<file path="config.mk">
export PLATFORM = sky130hd
export DESIGN_NAME = ps2_mouse_packet_to_cursor_events
export DESIGN_NICKNAME = d
export VERILOG_FILES = /design/src/hdl/ps2mc_pkg.sv /design/src/hdl/ps2mc_front.sv /design/src/hdl/ps2mc_queue.sv /design/src/hdl/ps2mc_back.sv /design/src/hdl/ps2_mouse_packet_to_cursor_events.sv
export SDC_FILE = /design/constraint.sdc
export NUM_CORES = 1
export LEC_CHECK = 0
export BUFFER_PORTS_ARGS = -buffer_cell sky130_fd_sc_hd__buf_4
export CAP_MARGIN = 20
export CORE_MARGIN = 2
export CORE_UTILIZATION = 50
export DETAILED_ROUTE_END_ITERATION = 8
export PLACE_DENSITY_LB_ADDON = 0.08
export SETUP_SLACK_MARGIN = 0.5
export SYNTH_ARGS = -nofsm -noshare
export SYNTH_HDL_FRONTEND = slang
export SYNTH_SLANG_ARGS = --single-unit
</file>
<file path="constraint.sdc">
create_clock -name i_clk -period 12.7 [get_ports i_clk]
set_input_delay 1.27 -clock i_clk [delete_from_list [all_inputs] [get_ports i_clk]]
set_output_delay 1.27 -clock i_clk [all_outputs]
set_load 0.05 [all_outputs]
</file>
<file path="src/hdl/ps2mc_pkg.sv">
`default_nettype none

package ps2mc_pkg;

    localparam int COORD_BITS_DEFAULT  = 12;
    localparam int QUEUE_DEPTH_DEFAULT = 4;

    localparam int CFG_BITS   = 13;
    localparam int BYTE_BITS  = 8;
    localparam int SET_BITS   = 12;
    localparam int OUT_BITS   = 12;
    localparam int KIND_BITS  = 2;
    localparam int BTN_BITS   = 2;
    localparam int NUM_BTNS   = 3;
    localparam int NUM_SLOTS  = 1 + 3 * NUM_BTNS;
    localparam int SLOT_BITS  = 4;
    // Wide enough to hold any coordinate width up to 16 plus the value 2**16.
    localparam int EXT_BITS   = 17;

    localparam logic [CFG_BITS-1:0] RESET_WIDTH  = 13'd640;
    localparam logic [CFG_BITS-1:0] RESET_HEIGHT = 13'd480;

    // Configuration register indexes.
    localparam logic REG_SCREEN_WIDTH  = 1'b0;
    localparam logic REG_SCREEN_HEIGHT = 1'b1;

    // Event kinds.
    localparam logic [KIND_BITS-1:0] EV_MOVE  = 2'd0;
    localparam logic [KIND_BITS-1:0] EV_DOWN  = 2'd1;
    localparam logic [KIND_BITS-1:0] EV_UP    = 2'd2;
    localparam logic [KIND_BITS-1:0] EV_CLICK = 2'd3;

    // Bit positions in the flags byte.
    localparam int FLAG_SYNC   = 3;
    localparam int FLAG_X_SIGN = 4;
    localparam int FLAG_Y_SIGN = 5;
    localparam int FLAG_X_OVF  = 6;
    localparam int FLAG_Y_OVF  = 7;

    typedef struct packed {
        logic                 is_set;
        logic [BYTE_BITS-1:0] flags;
        logic [BYTE_BITS-1:0] x_byte;
        logic [BYTE_BITS-1:0] y_byte;
        logic [SET_BITS-1:0]  set_x;
        logic [SET_BITS-1:0]  set_y;
    } t_cmd;

    // Event slot 0 is the move; button i owns slots 1+3i (down), 2+3i (up), 3+3i (click).
    function automatic logic [KIND_BITS-1:0] slot_kind(input logic [SLOT_BITS-1:0] slot);
        logic [KIND_BITS-1:0] k;
        case (slot)
            4'd1, 4'd4, 4'd7: k = EV_DOWN;
            4'd2, 4'd5, 4'd8: k = EV_UP;
            4'd3, 4'd6, 4'd9: k = EV_CLICK;
            default:          k = EV_MOVE;
        endcase
        return k;
    endfunction

    function automatic logic [BTN_BITS-1:0] slot_btn(input logic [SLOT_BITS-1:0] slot);
        logic [BTN_BITS-1:0] b;
        case (slot)
            4'd4, 4'd5, 4'd6: b = 2'd1;
            4'd7, 4'd8, 4'd9: b = 2'd2;
            default:          b = 2'd0;
        endcase
        return b;
    endfunction

endpackage

`default_nettype wire

</file>
<file path="src/hdl/ps2mc_front.sv">
`default_nettype none

module ps2mc_front (
    input  wire logic                           i_clk,
    input  wire logic                           i_rst_n,
    input  wire logic                           i_in_valid,
    output logic                                o_in_stall,
    input  wire logic                           i_op,
    input  wire logic [ps2mc_pkg::BYTE_BITS-1:0] i_data_byte,
    input  wire logic [ps2mc_pkg::SET_BITS-1:0]  i_set_x,
    input  wire logic [ps2mc_pkg::SET_BITS-1:0]  i_set_y,
    input  wire logic                           i_q_full,
    output logic                                o_push,
    output ps2mc_pkg::t_cmd                     o_cmd
);
    import ps2mc_pkg::*;

    localparam logic [1:0] IDX_FLAGS = 2'd0;
    localparam logic [1:0] IDX_X     = 2'd1;
    localparam logic [1:0] IDX_Y     = 2'd2;

    logic [1:0]           r_byte_idx, n_byte_idx;
    logic [BYTE_BITS-1:0] r_flags, n_flags;
    logic [BYTE_BITS-1:0] r_x_byte, n_x_byte;
    logic                 accept;

    assign o_in_stall = i_q_full;
    assign accept     = i_in_valid & ~i_q_full;

    always_comb begin
        n_byte_idx = r_byte_idx;
        n_flags    = r_flags;
        n_x_byte   = r_x_byte;
        o_push     = 1'b0;
        if (accept) begin
            if (i_op) begin
                o_push = 1'b1;
            end else begin
                case (r_byte_idx)
                    IDX_X: begin
                        n_x_byte   = i_data_byte;
                        n_byte_idx = IDX_Y;
                    end
                    IDX_Y: begin
                        n_byte_idx = IDX_FLAGS;
                        o_push     = 1'b1;
                    end
                    default: begin
                        // A packet can only start on a byte with the sync bit set.
                        n_byte_idx = IDX_FLAGS;
                        if (i_data_byte[FLAG_SYNC]) begin
                            n_flags    = i_data_byte;
                            n_byte_idx = IDX_X;
                        end
                    end
                endcase
            end
        end
    end

    always_comb begin
        o_cmd.is_set = i_op;
        o_cmd.flags  = r_flags;
        o_cmd.x_byte = r_x_byte;
        o_cmd.y_byte = i_data_byte;
        o_cmd.set_x  = i_set_x;
        o_cmd.set_y  = i_set_y;
    end

    always_ff @(posedge i_clk) begin
        if (!i_rst_n) begin
            r_byte_idx <= IDX_FLAGS;
        end else begin
            r_byte_idx <= n_byte_idx;
        end
    end

    always_ff @(posedge i_clk) begin
        r_flags  <= n_flags;
        r_x_byte <= n_x_byte;
    end

endmodule

`default_nettype wire

</file>
<file path="src/hdl/ps2mc_queue.sv">
`default_nettype none

module ps2mc_queue #(
    parameter int DEPTH = ps2mc_pkg::QUEUE_DEPTH_DEFAULT
) (
    input  wire logic            i_clk,
    input  wire logic            i_rst_n,
    input  wire logic            i_push,
    input  wire ps2mc_pkg::t_cmd i_cmd,
    output logic                 o_full,
    input  wire logic            i_pop,
    output logic                 o_empty,
    output ps2mc_pkg::t_cmd      o_head
);
    import ps2mc_pkg::*;

    localparam int PTR_BITS = (DEPTH > 1) ? $clog2(DEPTH) : 1;
    localparam int CNT_BITS = $clog2(DEPTH + 1);
    localparam logic [PTR_BITS-1:0] LAST_PTR = PTR_BITS'(DEPTH - 1);
    localparam logic [CNT_BITS-1:0] FULL_CNT = CNT_BITS'(DEPTH);

    t_cmd                r_entries [DEPTH];
    logic [PTR_BITS-1:0] r_wr_ptr, n_wr_ptr;
    logic [PTR_BITS-1:0] r_rd_ptr, n_rd_ptr;
    logic [CNT_BITS-1:0] r_count, n_count;

    assign o_full  = (r_count == FULL_CNT);
    assign o_empty = (r_count == '0);
    assign o_head  = r_entries[r_rd_ptr];

    always_comb begin
        n_wr_ptr = r_wr_ptr;
        n_rd_ptr = r_rd_ptr;
        n_count  = r_count;
        if (i_push) begin
            n_wr_ptr = (r_wr_ptr == LAST_PTR) ? '0 : r_wr_ptr + 1'b1;
        end
        if (i_pop) begin
            n_rd_ptr = (r_rd_ptr == LAST_PTR) ? '0 : r_rd_ptr + 1'b1;
        end
        if (i_push && !i_pop) begin
            n_count = r_count + 1'b1;
        end else if (i_pop && !i_push) begin
            n_count = r_count - 1'b1;
        end
    end

    always_ff @(posedge i_clk) begin
        if (!i_rst_n) begin
            r_wr_ptr <= '0;
            r_rd_ptr <= '0;
            r_count  <= '0;
        end else begin
            r_wr_ptr <= n_wr_ptr;
            r_rd_ptr <= n_rd_ptr;
            r_count  <= n_count;
        end
    end

    always_ff @(posedge i_clk) begin
        if (i_push) begin
            r_entries[r_wr_ptr] <= i_cmd;
        end
    end

endmodule

`default_nettype wire

</file>
<file path="src/hdl/ps2mc_back.sv">
`default_nettype none

module ps2mc_back #(
    parameter int COORD_BITS = ps2mc_pkg::COORD_BITS_DEFAULT
) (
    input  wire logic                            i_clk,
    input  wire logic                            i_rst_n,
    input  wire logic                            i_empty,
    input  wire ps2mc_pkg::t_cmd                 i_head,
    output logic                                 o_pop,
    input  wire logic [ps2mc_pkg::CFG_BITS-1:0]  i_screen_width,
    input  wire logic [ps2mc_pkg::CFG_BITS-1:0]  i_screen_height,
    output logic                                 o_out_valid,
    input  wire logic                            i_out_stall,
    output logic [ps2mc_pkg::KIND_BITS-1:0]      o_event_kind,
    output logic [ps2mc_pkg::OUT_BITS-1:0]       o_cursor_x,
    output logic [ps2mc_pkg::OUT_BITS-1:0]       o_cursor_y,
    output logic [ps2mc_pkg::BTN_BITS-1:0]       o_button_index,
    output logic                                 o_last_event
);
    import ps2mc_pkg::*;

    localparam int W = COORD_BITS;
    localparam int CAP = 1 << COORD_BITS;
    localparam int RST_LIM_X = ((int'(RESET_WIDTH) > CAP) ? CAP : int'(RESET_WIDTH)) - 1;
    localparam int RST_LIM_Y = ((int'(RESET_HEIGHT) > CAP) ? CAP : int'(RESET_HEIGHT)) - 1;
    localparam int RST_X = (RST_LIM_X > int'(RESET_WIDTH) / 2) ? int'(RESET_WIDTH) / 2
                                                               : RST_LIM_X;
    localparam int RST_Y = (RST_LIM_Y > int'(RESET_HEIGHT) / 2) ? int'(RESET_HEIGHT) / 2
                                                                : RST_LIM_Y;

    function automatic logic [W-1:0] axis_limit(input logic [CFG_BITS-1:0] size);
        logic [EXT_BITS-1:0] sz;
        logic [EXT_BITS-1:0] cap;
        sz  = EXT_BITS'(size);
        cap = EXT_BITS'(1) << W;
        if (sz == '0) begin
            sz = EXT_BITS'(1);
        end
        if (sz > cap) begin
            sz = cap;
        end
        sz = sz - EXT_BITS'(1);
        return sz[W-1:0];
    endfunction

    function automatic logic [W-1:0] move_axis(input logic [W-1:0] pos,
                                               input logic signed [9:0] delta,
                                               input logic [W-1:0] lim);
        logic signed [W+1:0] sum;
        logic [W-1:0]        res;
        sum = $signed({2'b00, pos}) + (W+2)'(delta);
        if (sum < 0) begin
            res = '0;
        end else if (sum > $signed({2'b00, lim})) begin
            res = lim;
        end else begin
            res = sum[W-1:0];
        end
        return res;
    endfunction

    logic [W-1:0]          r_pos_x, n_pos_x;
    logic [W-1:0]          r_pos_y, n_pos_y;
    logic [NUM_BTNS-1:0]   r_buttons, n_buttons;
    logic [NUM_SLOTS-1:0]  r_mask, n_mask;

    logic                  r_out_valid;
    logic [KIND_BITS-1:0]  r_kind;
    logic [BTN_BITS-1:0]   r_btn;
    logic [OUT_BITS-1:0]   r_out_x, r_out_y;
    logic                  r_last;

    logic                  out_free, emit, can_take;
    logic [NUM_SLOTS-1:0]  low_bit, rest;
    logic [SLOT_BITS-1:0]  slot;
    logic [NUM_BTNS-1:0]   new_btns, pressed, released;
    logic [NUM_SLOTS-1:0]  pkt_mask;
    logic signed [9:0]     dx, dy, y_raw;
    logic [EXT_BITS-1:0]   pos_x_ext, pos_y_ext, set_x_ext, set_y_ext;

    assign out_free = !r_out_valid || !i_out_stall;
    assign emit     = (r_mask != '0) && out_free;
    assign low_bit  = r_mask & (~r_mask + 1'b1);
    assign rest     = r_mask & ~low_bit;
    // The next command may be taken while the last event of this one leaves.
    assign can_take = (r_mask == '0) || (emit && rest == '0);
    assign o_pop    = !i_empty && can_take;

    assign pos_x_ext = EXT_BITS'(r_pos_x);
    assign pos_y_ext = EXT_BITS'(r_pos_y);
    assign set_x_ext = EXT_BITS'(i_head.set_x);
    assign set_y_ext = EXT_BITS'(i_head.set_y);

    always_comb begin
        slot = '0;
        for (int s = NUM_SLOTS - 1; s >= 0; s--) begin
            if (r_mask[s]) begin
                slot = SLOT_BITS'(s);
            end
        end
    end

    always_comb begin
        dx = i_head.flags[FLAG_X_OVF] ? 10'sd0
           : $signed({{2{i_head.flags[FLAG_X_SIGN]}}, i_head.x_byte});
        y_raw = $signed({{2{i_head.flags[FLAG_Y_SIGN]}}, i_head.y_byte});
        // Mouse Y grows upward, screen rows grow downward.
        dy = i_head.flags[FLAG_Y_OVF] ? 10'sd0 : -y_raw;

        new_btns = i_head.flags[NUM_BTNS-1:0];
        pressed  = ~r_buttons & new_btns;
        released = r_buttons & ~new_btns;
        pkt_mask = '0;
        pkt_mask[0] = 1'b1;
        for (int i = 0; i < NUM_BTNS; i++) begin
            pkt_mask[1 + 3*i] = pressed[i];
            pkt_mask[2 + 3*i] = released[i];
            pkt_mask[3 + 3*i] = released[i];
        end
    end

    always_comb begin
        n_pos_x   = r_pos_x;
        n_pos_y   = r_pos_y;
        n_buttons = r_buttons;
        n_mask    = emit ? rest : r_mask;
        if (o_pop) begin
            if (i_head.is_set) begin
                n_pos_x = set_x_ext[W-1:0];
                n_pos_y = set_y_ext[W-1:0];
            end else begin
                n_pos_x   = move_axis(r_pos_x, dx, axis_limit(i_screen_width));
                n_pos_y   = move_axis(r_pos_y, dy, axis_limit(i_screen_height));
                n_buttons = new_btns;
                n_mask    = pkt_mask;
            end
        end
    end

    always_ff @(posedge i_clk) begin
        if (!i_rst_n) begin
            r_pos_x     <= W'(RST_X);
            r_pos_y     <= W'(RST_Y);
            r_buttons   <= '0;
            r_mask      <= '0;
            r_out_valid <= 1'b0;
        end else begin
            r_pos_x   <= n_pos_x;
            r_pos_y   <= n_pos_y;
            r_buttons <= n_buttons;
            r_mask    <= n_mask;
            if (emit) begin
                r_out_valid <= 1'b1;
            end else if (!i_out_stall) begin
                r_out_valid <= 1'b0;
            end
        end
    end

    always_ff @(posedge i_clk) begin
        if (emit) begin
            r_kind  <= slot_kind(slot);
            r_btn   <= slot_btn(slot);
            r_out_x <= pos_x_ext[OUT_BITS-1:0];
            r_out_y <= pos_y_ext[OUT_BITS-1:0];
            r_last  <= (rest == '0);
        end
    end

    assign o_out_valid    = r_out_valid;
    assign o_event_kind   = r_kind;
    assign o_cursor_x     = r_out_x;
    assign o_cursor_y     = r_out_y;
    assign o_button_index = r_btn;
    assign o_last_event   = r_last;

endmodule

`default_nettype wire

</file>
<file path="src/hdl/ps2_mouse_packet_to_cursor_events.sv">
`default_nettype none

// Channel  Direction  Handshake                 Payload
// in       input      i_in_valid / o_in_stall   i_op, i_data_byte, i_set_x, i_set_y
// out      output     o_out_valid / i_out_stall o_event_kind, o_cursor_x, o_cursor_y,
//                                               o_button_index, o_last_event
// cfg      input      i_cfg_valid / o_cfg_ready i_cfg_index, i_cfg_data
//
// An input byte is taken every cycle while the command queue has room.
// A full packet or a set-position command is queued; the back end takes it from the
// queue and, for a packet, emits one event per cycle while the output is not stalled,
// 1 to 7 events per packet, the next command being taken while the last event of the
// previous one moves into the output register. A set-position command emits no event.
// Reset is synchronous; after it no pass over any storage is needed.
// A stall on the output holds the event register; the queue then fills and stalls input.

module ps2_mouse_packet_to_cursor_events #(
    parameter int COORD_BITS  = ps2mc_pkg::COORD_BITS_DEFAULT,
    parameter int QUEUE_DEPTH = ps2mc_pkg::QUEUE_DEPTH_DEFAULT
) (
    input  wire logic                            i_clk,
    input  wire logic                            i_rst_n,
    input  wire logic                            i_in_valid,
    output logic                                 o_in_stall,
    input  wire logic                            i_op,
    input  wire logic [ps2mc_pkg::BYTE_BITS-1:0] i_data_byte,
    input  wire logic [ps2mc_pkg::SET_BITS-1:0]  i_set_x,
    input  wire logic [ps2mc_pkg::SET_BITS-1:0]  i_set_y,
    output logic                                 o_out_valid,
    input  wire logic                            i_out_stall,
    output logic [ps2mc_pkg::KIND_BITS-1:0]      o_event_kind,
    output logic [ps2mc_pkg::OUT_BITS-1:0]       o_cursor_x,
    output logic [ps2mc_pkg::OUT_BITS-1:0]       o_cursor_y,
    output logic [ps2mc_pkg::BTN_BITS-1:0]       o_button_index,
    output logic                                 o_last_event,
    input  wire logic                            i_cfg_valid,
    output logic                                 o_cfg_ready,
    input  wire logic                            i_cfg_index,
    input  wire logic [ps2mc_pkg::CFG_BITS-1:0]  i_cfg_data
);
    import ps2mc_pkg::*;

    logic [CFG_BITS-1:0] r_screen_width;
    logic [CFG_BITS-1:0] r_screen_height;
    logic                q_full, q_empty, push, pop;
    t_cmd                push_cmd, head_cmd;

    assign o_cfg_ready = 1'b1;

    always_ff @(posedge i_clk) begin
        if (!i_rst_n) begin
            r_screen_width  <= RESET_WIDTH;
            r_screen_height <= RESET_HEIGHT;
        end else if (i_cfg_valid && o_cfg_ready) begin
            case (i_cfg_index)
                REG_SCREEN_WIDTH:  r_screen_width  <= i_cfg_data;
                REG_SCREEN_HEIGHT: r_screen_height <= i_cfg_data;
                default: ;
            endcase
        end
    end

    ps2mc_front u_front (
        .i_clk       (i_clk),
        .i_rst_n     (i_rst_n),
        .i_in_valid  (i_in_valid),
        .o_in_stall  (o_in_stall),
        .i_op        (i_op),
        .i_data_byte (i_data_byte),
        .i_set_x     (i_set_x),
        .i_set_y     (i_set_y),
        .i_q_full    (q_full),
        .o_push      (push),
        .o_cmd       (push_cmd)
    );

    ps2mc_queue #(
        .DEPTH (QUEUE_DEPTH)
    ) u_queue (
        .i_clk   (i_clk),
        .i_rst_n (i_rst_n),
        .i_push  (push),
        .i_cmd   (push_cmd),
        .o_full  (q_full),
        .i_pop   (pop),
        .o_empty (q_empty),
        .o_head  (head_cmd)
    );

    ps2mc_back #(
        .COORD_BITS (COORD_BITS)
    ) u_back (
        .i_clk           (i_clk),
        .i_rst_n         (i_rst_n),
        .i_empty         (q_empty),
        .i_head          (head_cmd),
        .o_pop           (pop),
        .i_screen_width  (r_screen_width),
        .i_screen_height (r_screen_height),
        .o_out_valid     (o_out_valid),
        .i_out_stall     (i_out_stall),
        .o_event_kind    (o_event_kind),
        .o_cursor_x      (o_cursor_x),
        .o_cursor_y      (o_cursor_y),
        .o_button_index  (o_button_index),
        .o_last_event    (o_last_event)
    );

endmodule

`default_nettype wire

</file>
; Yosys cells after proc, flatten, opt, wreduce, memory -nomap -nowiden
; Memories as Yosys holds them, arrays and structs flattened. A register that Yosys moved wholly into a read port is not among the register bits.
; Cells that the tools add are included.
[word_totals]
mem_bits_rw = 192
romBits = 32
memories = 2
inputBits = 52
ff_bits = 115
[memory_table]
columns = name, depth, width, read_ports, rd_clocked_by_memory_dff, wr, line
row1 = u_queue.r_entries, 4, 48, 1, 1, 1, ps2mc_queue.sv:22  ; t_cmd r_entries [DEPTH];
row2 = (name not given), 16, 2, 1, 1, 0, ps2mc_pkg.sv:52  ; case (slot)
[op_classes]
n_reduce_logical = 28
eq_ne = 12
bitwise_logic = 14
magnitude_cmp = 6
add_sub_neg = 10
n_mux = 49
[op_table]
columns = cell, count
row1 = $mux W12, 12
row2 = $mux W17, 4
row3 = $mux W10, 5
row4 = $mux W4, 10
row5 = $gt A17 B13 Y1 const B, 2
row6 = $add A13 B10 Y14, 2
row7 = $gt A14 B13 Y1, 2
row8 = $lt A14 B1 Y1 const B, 2
row9 = $logic_not A13 Y1, 2
row10 = $mux W13, 2
row11 = $sub A12 B1 Y12 const B, 2
row12 = $and A10 B10 Y10, 2
row13 = $logic_not A10 Y1, 2
row14 = $not A10 Y10, 2
row15 = $eq A4 B3 Y1 const B, 4
row16 = $add A10 B1 Y10 const B, 1
row17 = $neg A9 Y10, 1
row18 = $reduce_bool A10 Y1, 1
row19 = $eq A4 B4 Y1 const B, 2
row20 = $mux W1, 8
row21 = $mux W2, 4
row22 = $pmux W2 S2, 2
row23 = $reduce_and A2 Y1, 4
row24 = $and A3 B3 Y3, 2
row25 = other kinds (20), 39

; Depth between registers and ports, before layout
[logic_depth]
ltp_word = 19
ltp_mapped = 27
ltp_nobuf = 24

; Modules after synthesis
; A second synthesis with hierarchy kept.
[hier_totals]
cells_unflattened = 1178
hier_area_um2 = 15103.2
[modules_own_cells]
columns = module, n_inst, cells_per_inst, area_per_inst_um2
row1 = ps2mc_queue, 1, 300, 7549.7
row2 = ps2mc_back, 1, 699, 5620.4
row3 = ps2_mouse_packet_to_cursor_events, 1, 110, 1051.0
row4 = ps2mc_front, 1, 69, 882.1

; Worst setup path before layout
; No wires, ideal clock.
[synth_path]
path_kind = register to register
from = reg (tool-made name)
to = reg u_back.r_pos_x[9]
n_path_buf = 5
stages_incl_launch_ff = 23
arrival_time_ns = 5.356
period_less_slack_ns = 5.442
required_time_ns = 12.614
path_slack_ns = 7.258
cell_sequence = dfxtp_1 > buf_6 > buf_6 > buf_2 > buf_2 > buf_2 > mux4_2 > nor2b_1 > ha_1 > o21ai_0 > o21bai_1 > a21oi_1 > o21ai_0 > nor4b_1 > a211oi_1 > ha_1 > a21oi_1 > o211ai_1 > o31a_1 > o211a_1 > or3b_2 > o211a_1 > a211oi_1
[synth_lines]
columns = element, line
row1 = to (signal assigned), ps2mc_back.sv:143  ; r_pos_x <= W'(RST_X);
row2 = to (signal assigned), ps2mc_back.sv:149  ; r_pos_x <= n_pos_x;
row3 = to (decl), ps2mc_back.sv:63  ; logic [W-1:0] r_pos_x, n_pos_x;

==> results.toml <==
[finish]
fin_area_mm2 = 0.01671
layout_commonest_cell = "edfxtp_1"
stdcell_count = 1631
nets = 1345
layout_common_cells = "236 x edfxtp_1, 99 x nand2_1, 91 x buf_4"
multi_input_area_mm2 = 0.005715
seq_area_mm2 = 0.008593
antennaDiodeCount = 0
syn_to_final_growth_pct = 13.79
drive_above_1_share = 0.1844
fill_cells = 2353

[clocking]
cts_tree = "built"
cts-buffers-inserted = 34
clk_pin_slew_ns = 0.06
cts-root-buf = "clkbuf_16"
clk_latency_ns = 0.52
ctsHoldBuffers = 0
cts-resized-gates = 0
cts.sinks = 311
cts_setup_buffers = 0
htreeDepth = 2
ctsLongestPathBuffers = 3

[critical_path]
crit_slowest_cell = "mux4_2"
cpMostUsedCell = "ha_1"
worst_ep_required_time_ns = 13.10
worst-path-stages = 24
cp_cell_sequence = "buf_4 > mux4_2 > inv_1 > ha_1 > nor2b_1 > nand3b_1 > xnor2_1 > nor2_1 > ha_1 > a211o_1 > nand2b_1 > o211ai_1 > o21bai_1 > a21oi_1 > xor2_1 > ha_1 > nand2_1 > nor2_1 > o31ai_1 > a21oi_1 > o21ai_0 > o22ai_2 > nand2_1 > a32o_1"
startpoint_type = "flop"
crit_arrival_ns = 6.76
cp-end-kind = "flop"
worst_r2r_path_depth = 24
cp_max_fo = 29
cp_num_buf_inv = 2
path_delay_family = "compound AO/OA/AOI/OAI gates"
crit_type = "flop to flop"
slowest_delay_ns = 0.62

[sta]
slew_violations = 0
tightestPinTransition_ns = 0.8163
finalSetupTns_ns = 0
finalCritPeriodShare = 0.5011
relSlewSlack = 0.4547
final-hold-violation-count = 0
layout_setup_ws_ns = 6.337
finalClockSkew_ns = 0.02452
post-route-min-period_ns = 6.363
setup_viol = 0
fmax_mhz = 157.2
rsz0062_at_grt = "no"

[yosys]
ys_warn_count = 0
syn_inst = 1140
synth_edf_count = 236
yosys.area_share.xor_xnor = 0.02138
avgSynthCellArea_um2 = 12.88
synth.distinct_cells = 87
ys_seq_area_frac = 0.5848
synth-simple-area-share = 0.1103
syn_area_mm2 = 0.01469
ys_ff_latch = 311
synth_fa_ha_area_frac = 0.06245
synth_top_family_by_area = "compound AO/OA/AOI/OAI gates"
synth-main-ff-cell = "edfxtp_1"
synthArstFlopShare = 0
synth_compound_area_frac = 0.1107
synthesis.nets = 1261
muxShareOfSynthArea = 0.08375

[placed_design]
numPortBuffers = 82
dp_cells = 1572
pre_cts_ws_ns = 6.302
placed_area_mm2 = 0.01565
place.gp.congestion = 0.8357
dp.final_hpwl_mm = 21.60

[global_routing]
groute.usage.overall = 0.2105
grt_pass1_vias = 8950
grt_pass1_wl_mm = 50.25
antenna_found_initial = 0
grt_max_degree = 59
grt_overflow = 0

[min_path]
holdPathStages = 0
hp-class = "flop to flop"

[die]
start_util = 0.5103
ioPinCount = 84
die_x_um = 175.4
core_area_mm2 = 0.02878
die_y_um = 175.4
die-area_mm2 = 0.03076
row_count = 62

[detailed_routing]
dr_total_vias = 9267
vias_per_cell = 5.682
wl_mm = 31.86
drt_iter0_markers = 748
antenna_left = 0
remaining_drc_errors = 0
firstDrtPassIters = 4
wl_per_cell_um = 19.53

[power_and_ir_drop]
p_int_mw = 2.542
p_comb_frac = 0.454
clock_power_share = 0.224
p_sw_mw = 1.671
p_seq_frac = 0.322
swShare = 0.3967
ir_drop_v = 0.0001272
p_leak_nw = 6.032
p_per_area_mw_per_mm2 = 252.1

[status]
status = "finished clean"

[job]
maxCapViolations = 0
## cell usage after synthesis (4+ instances only)
library cell,count,area (µm²)
xor2_1,13,113.9
a211oi_1,13,97.59
nand2_1,99,371.6
o31ai_1,5,37.54
clkbuf_1,22,82.58
nor2b_1,23,143.9
o21bai_1,5,37.54
o21a_1,16,120.1
nor4_1,7,43.79
and2_1,8,50.05
a32o_1,4,40.04
dfxtp_1,75,1501
mux4_2,47,1059
a221oi_1,5,43.79
nand3_1,22,110.1
a21oi_1,78,390.4
edfxtp_1,236,7087
buf_6,4,45.04
xnor2_1,21,183.9
o31a_1,6,52.55
a21o_1,8,60.06
inv_1,45,168.9
and3_1,8,50.05
buf_2,7,35.03
o211ai_1,8,60.06
ha_1,66,825.8
nand3b_1,7,52.55
mux2i_1,16,160.2
or2_2,6,37.54
a31oi_1,14,87.58
or3_1,11,68.82
o22ai_1,4,25.02
nor2_1,70,262.8
o21ai_0,46,230.2
nor3_1,18,90.09
buf_1,7,26.28
nand2b_1,11,68.82
## state kept, by name, summed over array words and instances (netlist names), 3 cells and up, named ones only
| name | flops |
|---|---|
| r_screen_height | 13 |
| r_screen_width | 13 |
| u_back.o_cursor_x | 12 |
| u_back.o_cursor_y | 12 |
| u_back.r_buttons | 3 |
| u_back.r_mask | 10 |
| u_back.r_pos_x | 12 |
| u_back.r_pos_y | 12 |
| u_front.r_flags | 7 |
| u_front.r_x_byte | 8 |
| u_queue.r_count | 3 |
| u_queue.r_entries | 192 |
## per-layer routing
layer | up-vias | GRT usage | share of wire
li1 | 4499 | - | -
met1 | 4544 | 0.3122 | 0.48
met2 | 190 | 0.3292 | 0.46
met3 | 34 | 0.03355 | 0.046
met4 | 0 | 0.04618 | 0.014
met5 | - | 0 | 0
## final timing paths
path | from | to | slack, ns
max | flop | u_back.r_pos_y[11]$_SDFFE_PN0P_ | 6.34
min | u_back.r_pos_x[11]$_SDFFE_PN0P_ | u_back.o_cursor_x[11]$_DFFE_PP_ | 0.47
min reg2reg | u_back.r_pos_x[11]$_SDFFE_PN0P_ | u_back.o_cursor_x[11]$_DFFE_PP_ | 0.47
max reg2reg | flop | u_back.r_pos_y[11]$_SDFFE_PN0P_ | 6.34
## power by group through the flow
stage / Sequential (mW) / Combinational [mW] / Clock (mW)
after floorplan: 1.51 / 1.31 / 0
final: 1.36 / 1.91 / 0.942
after CTS: 1.36 / 1.92 / 0.964
after global routing: 1.37 / 2.11 / 1.01
after global placement: 1.38 / 1.89 / 0
after detailed placement: 1.38 / 1.91 / 0
## kinds of logic after synthesis
family | Yosys count
buffers and inverters | 90
multiplexers | 64
adder cells (fa/ha/maj) | 72
flip-flops | 311
AO/OA/AOI/OAI | 249
XOR/XNOR | 35
AND/OR/NAND/NOR | 318
other | 1
## through the flow
step | hold slack [ns] | power, mW | util
after floorplan | 0.4315 | 2.823 | -
after global placement | 0.4468 | 3.266 | 0.5437
after detailed placement | 0.4546 | 3.284 | 0.5437
after CTS | 0.4689 | 4.241 | 0.5807
after global routing | 0.4811 | 4.497 | 0.5807
final | 0.4653 | 4.213 | 0.5807
## cell type report
type | instances | area share
Clock buffer | 38 | 0.05301
Multi-Input combinational cell | 739 | 0.3420
Tap cell | 384 | 0.02875
Inverter | 47 | 0.01056
Clock inverter | 21 | 0.01063
Sequential cell | 311 | 0.5142
Timing Repair Buffer | 91 | 0.04088
Note: power is estimated with default switching activity, not from simulation.
